--- src/hw/rtl/nacc_pkg.sv ---
// Shared types and constants for the NNUE accumulator update block.
// No dependencies; used by nacc_lane, nacc_read_sel and nnue_accumulator_update.
package nacc_pkg;

  // Default sizes, handed down through the top level parameters
  localparam int ACC_LEN_DEF      = 64;
  localparam int NUM_FEATURES_DEF = 1024;

  // Fixed field widths
  localparam int ACTION_W   = 3;
  localparam int FEATURE_W  = 10;
  localparam int GROUP_W    = 4;
  localparam int PAYLOAD_W  = 64;
  localparam int WEIGHT_W   = 8;
  localparam int LANE_W     = 16;

  // Lanes moved by one weight write and by one bias write / read
  localparam int WEIGHTS_PER_WRITE = PAYLOAD_W / WEIGHT_W;
  localparam int LANES_PER_WORD    = PAYLOAD_W / LANE_W;

  // Action codes carried on the input channel
  typedef enum logic [ACTION_W-1:0] {
    ACT_WRITE_WEIGHTS = 3'd0,
    ACT_WRITE_BIAS    = 3'd1,
    ACT_REFRESH       = 3'd2,
    ACT_ADD           = 3'd3,
    ACT_REMOVE        = 3'd4,
    ACT_READ          = 3'd5
  } action_t;

  // Per-lane accumulator operation
  typedef enum logic [1:0] {
    LANE_HOLD,
    LANE_LOAD,
    LANE_ADD,
    LANE_SUB
  } lane_op_t;

  // Control bundle sent to each lane
  typedef struct packed {
    lane_op_t op;
    logic     bias_we;
  } lane_ctrl_t;

endpackage

--- src/hw/rtl/nacc_lane.sv ---
// One accumulator lane: bias register, accumulator register and adder.
// Depends on nacc_pkg.
module nacc_lane import nacc_pkg::*; (
  input  logic                clk,
  input  logic                rst,
  input  lane_ctrl_t          ctrl,
  input  logic [LANE_W-1:0]   bias_wdata,
  input  logic [WEIGHT_W-1:0] weight,
  output logic [LANE_W-1:0]   acc
);

  logic [LANE_W-1:0] bias;
  logic [LANE_W-1:0] weight_ext;

  // Sign-extend the int8 weight to lane width
  assign weight_ext = {{(LANE_W-WEIGHT_W){weight[WEIGHT_W-1]}}, weight};

  // Bias store and wrapping accumulator update
  always_ff @(posedge clk) begin
    if (rst) begin
      bias <= '0;
      acc  <= '0;
    end else begin
      if (ctrl.bias_we) begin
        bias <= bias_wdata;
      end
      case (ctrl.op)
        LANE_LOAD: acc <= bias;
        LANE_ADD:  acc <= acc + weight_ext;
        LANE_SUB:  acc <= acc - weight_ext;
        default:   acc <= acc;
      endcase
    end
  end

endmodule

--- config.mk ---
export PLATFORM = sky130hd
export DESIGN_NAME = nacc_lane
export DESIGN_NICKNAME = d
export VERILOG_FILES = /design/src/hw/rtl/nacc_pkg.sv /design/src/hw/rtl/nacc_lane.sv
export SDC_FILE = /design/constraint.sdc
export NUM_CORES = 1
export LEC_CHECK = 0
export BUFFER_PORTS_ARGS = -buffer_cell sky130_fd_sc_hd__buf_2
export CORE_ASPECT_RATIO = 0.8
export CORE_MARGIN = 2
export CORE_UTILIZATION = 55
export DETAILED_ROUTE_END_ITERATION = 10
export PLACE_DENSITY = 0.8
export RECOVER_POWER = 50
export SYNTH_ARGS = -nofsm -noshare
export SYNTH_HDL_FRONTEND = slang
export SYNTH_SLANG_ARGS = --single-unit
--- constraint.sdc ---
create_clock -name clk -period 4.15 [get_ports clk]
set_input_delay 0.83 -clock clk [delete_from_list [all_inputs] [get_ports clk]]
set_output_delay 0.83 -clock clk [all_outputs]
set_load 0.01 [all_outputs]
==> impl_metrics.toml, run 1 <==
[global_route]
gr-max-usage-layer = "met1"
pin_count_of_the_biggest_net_entering_global_routing = 36
met1_usage_pct = 38.1
grt_pass1_vias = 1854
grt_antenna_before_repair = 0
wire_length_of_the_first_global_routing_pass_um = 8670
met2_routing_resource_usage_after_global_routing_pct = 37.4
grt_usage_pct = 25.8
overflow = 0
use_met3_pct = 6.06

[routing]
firstDrtPassIters = 5
route.vias.total = 2106
dr.first_iter.drc_count = 176
finalWirelength_um = 5510
mean_routed_wirelength_per_cell_um = 15.3
final_antenna_net_count = 0
post-route-drc-count = 0
vias_per_cell = 5.85

[clock_network]
cts_tree = "done"
postCtsResizedCells = 0
cts_setup_buffers = 0
cts_buffer_count = 5
cts.hold.buffers_added = 0
path_clk_slew_ps = 70
clk_path_buf_depth = 2
cts_root_buffer = "clkbuf_8"
h-tree-depth = 2
cts.sinks = 32
clkLatencyLatePin_ps = 280

[run]
drv.max_cap_violation_count = 0

[synth]
yosysWarningCount = 0
postSynthAreaPerCell_um2 = 8.47
synth.area.top_cells = "dfxtp_1 (29%), ha_1 (9.5%), mux2i_1 (9.4%)"
fraction_of_synthesized_cell_area_taken_by_the_top_area_cell_type_pct = 28.7
ys_types = 41
postSynthRegisterBits = 32
synth_top_area_cell = "dfxtp_1"
ys_dominant_reg_cell = "dfxtp_1"
asyncSetResetFlopFracSynth_pct = 0
postSynthCellCount = 264
syn_nets = 311
synth_sequential_area_ratio_pct = 28.7
synth_edf_count = 0
cell_area_after_synthesis_um2 = 2240

[worst_setup_path]
crit_arrival_ps = 3590
cp_data_required_time_ps = 4330
worstPathMaxFanout = 5
startpoint_type = "primary input"
timing_worst_setup_path_type = "primary input to flop"
kind_of_end_point_of_the_critical_path = "flop"

[sta]
max_clock_freq_ghz = 0.293
layout_min_cycle_time_ps = 3410
total_negative_slack_ps = 0
final.setup_skew_ps = 1.83
timing_hold_violations_final = 0
rsz0062_at_grt = "false"
relSlewSlack_pct = 10.9
tightest_slew_ps = 1340
final.period_utilization_pct = 82.2
finalSetupViolations = 0
setup_ws_ps = 740
final-max-slew-violation-count = 0

[die]
floorplan.die_area_um2 = 4590
die_w_um = 75.3
floorplan.initialDensity_pct = 58.0
design.core.area_um2 = 3850
floorplan.io_pins = 45
die_height_um = 61.0
rows = 20

[worst_hold_path]
hold_class = "flop to flop"

[cells_and_area]
fin_nets = 351
layout_commonest_cell = "buf_2"
layout-drive-gt1-share_pct = 17.4
inserted_diodes = 0
area_delta_synth_final_pct = 13.6
final_cell_mix = "buf_2 (36), dfxtp_1 (32), nor2_1 (31)"

[pwr]
p_per_area_nw_per_um2 = 394
peakVddDrop_v = 0.000260
static-leakage-power_nw = 1.16

[placement]
portBuffers = 44
worst_setup_timing_slack_at_the_placement_stage_ps = 460
final_replace_weighted_congestion = 0.845
detailed_place_hpwl_um = 4030

[run_status]
result_of_the_run = "finished clean"
==> layout make-up <==
cell class              instances  area (um2)
fillers                       361        1310
inverters                      10        37.5
clock buffers                   7        86.3
well taps                      55        68.8
multi-input cells             209        1480
clock inverters                 1        7.51
flip-flops and latches         32         641
repair buffers                 46         221
==> critical path, stage by stage <==
cell	delay, ps
buf_2	130
nor3_1	230
nand2b_1	100
nor2_1	120
nand2_1	120
ha_1	280
nand2_1	50
o21ai_0	100
ha_1	400
a21oi_1	110
o21ai_0	290
a41oi_2	100
or4_1	510
and4b_1	210
==> stage by stage <==
stage               hold WS, ps  power (mW)  std cells  area (um2)  util (%)
global route                529        1.06        360        2540      65.9
detailed placement          488       0.744        352        2460      63.8
global placement            475       0.734        352        2460      63.8
finish                      501        1.00        360        2540      65.9
CTS                         506        1.00        360        2550      66.3
floorplan                   460       0.645        264        2240         -
==> kinds of logic (layout without fill, tap and decap cells) <==
group / Yosys count / after routing / share of synthesized area [%]
adders and majority gates: 18 / 18 / 10.4
buffers and inverters: 23 / 64 / 5.26
muxes: 21 / 21 / 9.40
DFF: 32 / 32 / 28.7
and+or+nand+nor: 75 / 75 / 16.4
AOI/OAI and AO/OA: 79 / 79 / 23.6
xor gates and xnor gates: 16 / 16 / 6.27
==> final timing paths <==
check                  from      end  slack (ps)  cells after the start
hold / removal      bias[4]  bias[4]         500                      2
hold reg to reg     bias[4]  bias[4]         500                      2
setup reg to reg     acc[0]  acc[14]        1770                     10
setup / recovery  weight[2]  acc[14]         740                     14
==> sequential cells by signal, indices dropped and copies added (netlist names) <==
signal	count
bias	16
acc	16
==> power breakdown <==
part	switching [mW]	internal [mW]
Clock	0.119	0.135
Combinational	0.217	0.163
Sequential	0.0289	0.339
Total	0.365	0.637
==> synthesized netlist by cell type (all sizes together), types with 2 or more instances <==
cell	count
a211oi	24
a31o	3
and2	3
dfxtp	32
a21boi	2
o31ai	4
xnor2	10
a31oi	2
a21o	3
ha	17
nor4	2
o21ai	10
xor2	6
clkbuf	12
nor3	2
nand2	16
nor2b	12
mux2i	21
a21oi	24
nor2	31
and3	3
inv	10
==> metal layers <==
layer	wire, um	share of wire (%)
met5	0	0
met4	88	1.6
met3	337	6.1
met2	2320	42
met1	2770	50
Power figures use the tool's default switching activity.
==> inputs of run 2 (changes only) <==
==> constraint.sdc (replaced) <==
create_clock -name clk -period 3.19 [get_ports clk]
set_input_delay 0.638 -clock clk [delete_from_list [all_inputs] [get_ports clk]]
set_output_delay 0.638 -clock clk [all_outputs]
set_load 0.01 [all_outputs]
==> impl_metrics.toml, run 2 (same netlist as run 1, synthesis figures left out) <==
[routing]
final_antenna_net_count = 0
mean_routed_wirelength_per_cell_um = 14.9
firstDrtPassIters = 4
post-route-drc-count = 0
dr.first_iter.drc_count = 160
vias_per_cell = 5.66
finalWirelength_um = 5560
route.vias.total = 2112

[worst_hold_path]
hold_class = "flop to flop"
hold_end = "bias[9]"
whs_path_depth = 2
hold_start = "bias[9]"

[die]
die_w_um = 75.3
design.core.area_um2 = 3850
die_height_um = 61.0
floorplan.initialDensity_pct = 58.0
rows = 20
floorplan.die_area_um2 = 4590
floorplan.io_pins = 45

[run]
drv.max_cap_violation_count = 0

[pwr]
power.share.clock_pct = 24.5
peakVddDrop_v = 0.000360
p_per_area_nw_per_um2 = 508
pwr-share-seq_pct = 35.6
netSwitchingPower_mw = 0.482
proportion_of_total_power_due_to_net_switching_pct = 36.0
comb_power_share_pct = 40.0
internal_power_mw = 0.858
static-leakage-power_nw = 1.22

[cells_and_area]
final_cell_mix = "buf_2 (36), dfxtp_1 (32), nor2_1 (31)"
fin_nets = 364
inserted_diodes = 0
fillers = 341
layout-drive-gt1-share_pct = 20.8
largestRegisters = "acc: 16 flops, bias: 16 flops"
finalCoreUtilization_pct = 68.4
area_delta_synth_final_pct = 18.0
layout_commonest_cell = "buf_2"

[sta]
finalSetupViolations = 0
final.period_utilization_pct = 95.6
max_clock_freq_ghz = 0.328
final-max-slew-violation-count = 0
relSlewSlack_pct = 9.50
rsz0062_at_grt = "false"
fin_hold_ws_ps = 495
tightest_slew_ps = 1360
timing_hold_violations_final = 0
final.setup_skew_ps = 10.7
layout_min_cycle_time_ps = 3050

[global_route]
wire_length_of_the_first_global_routing_pass_um = 8830
grt_pass1_vias = 1821
grt_antenna_before_repair = 0
overflow = 0
pin_count_of_the_biggest_net_entering_global_routing = 36
grt_usage_pct = 26.0

[worst_setup_path]
ff2ff_path_depth = 10
timing.critical_path.slowest_stage_cell = "ha_1"
cp_data_required_time_ps = 3400
worst-r2r-setup-slack_ps = 810
cp_dominant_cell_by_count = "nand2_1"
cp_top_family = "compound AO/OA/AOI/OAI gates"
cp_cell_sequence = "buf_2 -> nor3_1 -> nand2b_1 -> nor2_1 -> nand2_1 -> buf_4 -> a21oi_1 -> ha_1 -> nand2_1 -> o21ai_0 -> a221o_1 -> a31oi_1 -> xnor2_1 -> a211oi_1"
worstReg2RegStart = "acc[0]"
critical-path-max-stage-delay_ps = 370
worstPathMaxFanout = 5
startpoint_type = "primary input"
kind_of_end_point_of_the_critical_path = "flop"
number_of_buffer_and_inverter_instances_along_the_worst_setup_path = 2
worstReg2RegEnd = "acc[14]"
crit_arrival_ps = 3260
timing_worst_setup_path_type = "primary input to flop"

[clock_network]
clkLatencyLatePin_ps = 300
clk_path_buf_depth = 2
path_clk_slew_ps = 70
cts_buffer_count = 5
h-tree-depth = 2
cts.hold.buffers_added = 0
cts.sinks = 32
cts_root_buffer = "clkbuf_8"
cts_tree = "done"

[placement]
portBuffers = 44
detailed_place_hpwl_um = 4130
final_replace_weighted_congestion = 0.855

[run_status]
result_of_the_run = "finished clean"
run 2: what timing repair did:
item	in CTS	in global routing
buffers inserted	0	0
gates resized for setup	0	2
setup endpoints to repair	0	1
run 2: how the worst max path moves through the flow:
stage,depth (start not counted),end,start
6_report,14,acc[15],weight[4]
2_1_floorplan,13,acc[14],weight[4]
3_3_place_gp,14,acc[14],weight[4]
4_1_cts,14,acc[14],weight[4]
5_1_grt,15,acc[13],weight[4]
3_5_place_dp,14,acc[14],weight[4]
run 2: area by class of cell:
type,instances,area (um2),share of cell area (%)
clock buffers,8,90.1,3.42
inverters,10,37.5,1.42
multi-input cells,209,1480,56.2
flip-flops and latches,32,641,24.3
well taps,55,68.8,2.61
repair buffers,59,319,12.1
run 2: layer usage:
layer	GRT usage, %	vias to the layer above	share of wire (%)
met4	11.0	0	1.9
met1	40.6	964	51
li1	-	1072	-
met2	34.3	65	42
met3	5.24	11	4.6
met5	0	-	0
run 2: power groups by stage:
stage | clock (mW) | combinational, mW | sequential [mW]
floorplan | 0 | 0.352 | 0.486
finish | 0.328 | 0.535 | 0.476
global placement | 0 | 0.505 | 0.482
global route | 0.345 | 0.587 | 0.480
detailed placement | 0 | 0.520 | 0.483
CTS | 0.328 | 0.529 | 0.475
run 2: through the flow:
stage                     TNS, ps  cell area [um2]  setup slack (ps)  power [mW]  std cells
after global placement      -23.7             2560             -23.7       0.987        365
after floorplan                 0             2240              73.4       0.839        264
after CTS                       0             2650               105        1.33        373
after global routing            0             2640              30.1        1.41        373
after detailed placement     -337             2560              -197        1.00        365
final                           0             2640               140        1.34        373
run 2: worst reg2reg max path, cell delays in order, from the launching register on:
cell      delay (ps)
dfxtp_1          330
inv_1             60
ha_1             190
inv_1             80
fa_1             230
a21o_2           160
nand4_2          120
a21boi_2         230
a41oi_2          160
or4_1            520
and4b_1          210
==> inputs of run 3 (changes only) <==
--- a/config.mk
+++ b/config.mk
@@ -9,6 +9,7 @@
 export CORE_ASPECT_RATIO = 0.8
 export CORE_MARGIN = 2
 export CORE_UTILIZATION = 55
+export CTS_BUF_LIST = sky130_fd_sc_hd__clkbuf_16
 export DETAILED_ROUTE_END_ITERATION = 10
 export PLACE_DENSITY = 0.8
 export RECOVER_POWER = 50
==> impl_metrics.toml, run 3 (same netlist as run 1, synthesis figures left out) <==
[pwr]
p_per_area_nw_per_um2 = 543
comb_power_share_pct = 36.9
peakVddDrop_v = 0.000392
power.share.clock_pct = 30.3
static-leakage-power_nw = 1.25
internal_power_mw = 0.963
netSwitchingPower_mw = 0.494
proportion_of_total_power_due_to_net_switching_pct = 33.9
pwr-share-seq_pct = 32.8

[worst_setup_path]
startpoint_type = "primary input"
worstPathMaxFanout = 5
crit_arrival_ps = 3250
timing_worst_setup_path_type = "primary input to flop"
worstReg2RegStart = "acc[0]"
cp_data_required_time_ps = 3380
kind_of_end_point_of_the_critical_path = "flop"
timing.critical_path.from = "weight[4]"
ff2ff_path_depth = 10

[global_route]
grt_usage_pct = 26.8
wire_length_of_the_first_global_routing_pass_um = 9050
pin_count_of_the_biggest_net_entering_global_routing = 36
overflow = 0
grt_pass1_vias = 1853
grt_antenna_before_repair = 0

[placement]
numPlacedInstances = 365
detailed_place_hpwl_um = 4130
portBuffers = 44
final_replace_weighted_congestion = 0.855

[cells_and_area]
finalCoreUtilization_pct = 69.7
layout_commonest_cell = "buf_2"
inserted_diodes = 0
area_delta_synth_final_pct = 20.1
layout-drive-gt1-share_pct = 20.8
fillers = 334
final_cell_mix = "buf_2 (37), dfxtp_1 (32), nor2_1 (31)"
instances_no_fill = 373
largestRegisters = "acc: 16 flops, bias: 16 flops"
fin_nets = 364

[die]
floorplan.initialDensity_pct = 58.0
die_w_um = 75.3
floorplan.io_pins = 45
floorplan.die_area_um2 = 4590
die_height_um = 61.0
rows = 20
design.core.area_um2 = 3850

[clock_network]
h-tree-depth = 2
cts_buffer_count = 5
cts_setup_buffers = 0
clkLatencyLatePin_ps = 270
path_clk_slew_ps = 50
cts_tree = "done"
postCtsResizedCells = 0
cts.hold.buffers_added = 0
clk_path_buf_depth = 2
cts_root_buffer = "clkbuf_16"
cts.sinks = 32

[sta]
tightest_slew_ps = 1330
rsz0062_at_grt = "false"
relSlewSlack_pct = 11.6
layout_min_cycle_time_ps = 3060
final.period_utilization_pct = 95.8
final.setup_skew_ps = 5.56
timing_hold_violations_final = 0
finalSetupViolations = 0
max_clock_freq_ghz = 0.327
final-max-slew-violation-count = 0

[routing]
finalWirelength_um = 5700
dr.first_iter.drc_count = 171
post-route-drc-count = 0
m1WireLength_um = 2720
topRoutingLayerUsed = "met4"
length_of_routed_met2_wiring_um = 2460
final_antenna_net_count = 0
mean_routed_wirelength_per_cell_um = 15.3
detailroute.wirelength.met3_um = 410
route.vias.total = 2140
vias_per_cell = 5.74
firstDrtPassIters = 5

[run]
drv.max_cap_violation_count = 0

[worst_hold_path]
hold_class = "flop to flop"
whs_path_depth = 2
hold_start = "bias[9]"

[run_status]
result_of_the_run = "finished clean"
run 3: cell count changes in the layout (fill, tap and decap cells not counted):
cell	before	now
buf_2	36	37
inv_1	10	12
clkbuf_1	11	8
clkbuf_8	6	0
clkinv_1	0	1
clkbuf_16	0	5
run 3: final cells by class:
| type | count | area, um2 | share of cell area (%) |
|---|---|---|---|
| Multi-Input combinational cell | 209 | 1480 | 55.2 |
| Sequential cell | 32 | 641 | 23.9 |
| Timing Repair Buffer | 59 | 320 | 11.9 |
| Clock buffer | 5 | 125 | 4.66 |
| Tap cell | 55 | 68.8 | 2.56 |
| Inverter | 10 | 37.5 | 1.40 |
| Clock inverter | 3 | 11.3 | 0.419 |
run 3: power by group through the flow:
stage	Sequential (mW)	Clock, mW	Combinational (mW)
final	0.478	0.441	0.539
after global routing	0.482	0.461	0.589
after CTS	0.476	0.443	0.533
after detailed placement	0.483	0	0.520
after global placement	0.482	0	0.505
after floorplan	0.486	0	0.352
run 3: layer usage:
layer / vias up / GRT usage, %
li1: 1069 / -
met1: 969 / 40.4
met2: 91 / 36.9
met3: 11 / 6.55
met4: 0 / 9.77
met5: - / 0
run 3: through the flow:
stage	area (um2)	power, mW	setup TNS, ps	hold slack, ps	worst slack (ps)
finish	2690	1.46	0	493	135
floorplan	2240	0.839	0	460	73.4
global placement	2560	0.987	-23.7	474	-23.7
CTS	2690	1.45	0	498	82.4
detailed placement	2560	1.00	-337	485	-197
global route	2690	1.53	0	516	7.87
run 3: path summary, 6_finish.rpt:
kind	end	slack [ps]
max	acc[15]	130
min	bias[9]	490
max reg2reg	acc[14]	800
min reg2reg	bias[9]	490
run 3: worst max-delay path, cell delays in order:
cell,delay (ps)
buf_2,110
nor3_1,240
nand2b_1,110
nor2_1,140
nand2_1,100
buf_4,150
a21oi_1,270
ha_1,370
nand2_1,140
o21ai_0,130
a221o_1,340
a31oi_1,190
xnor2_1,100
a211oi_1,220
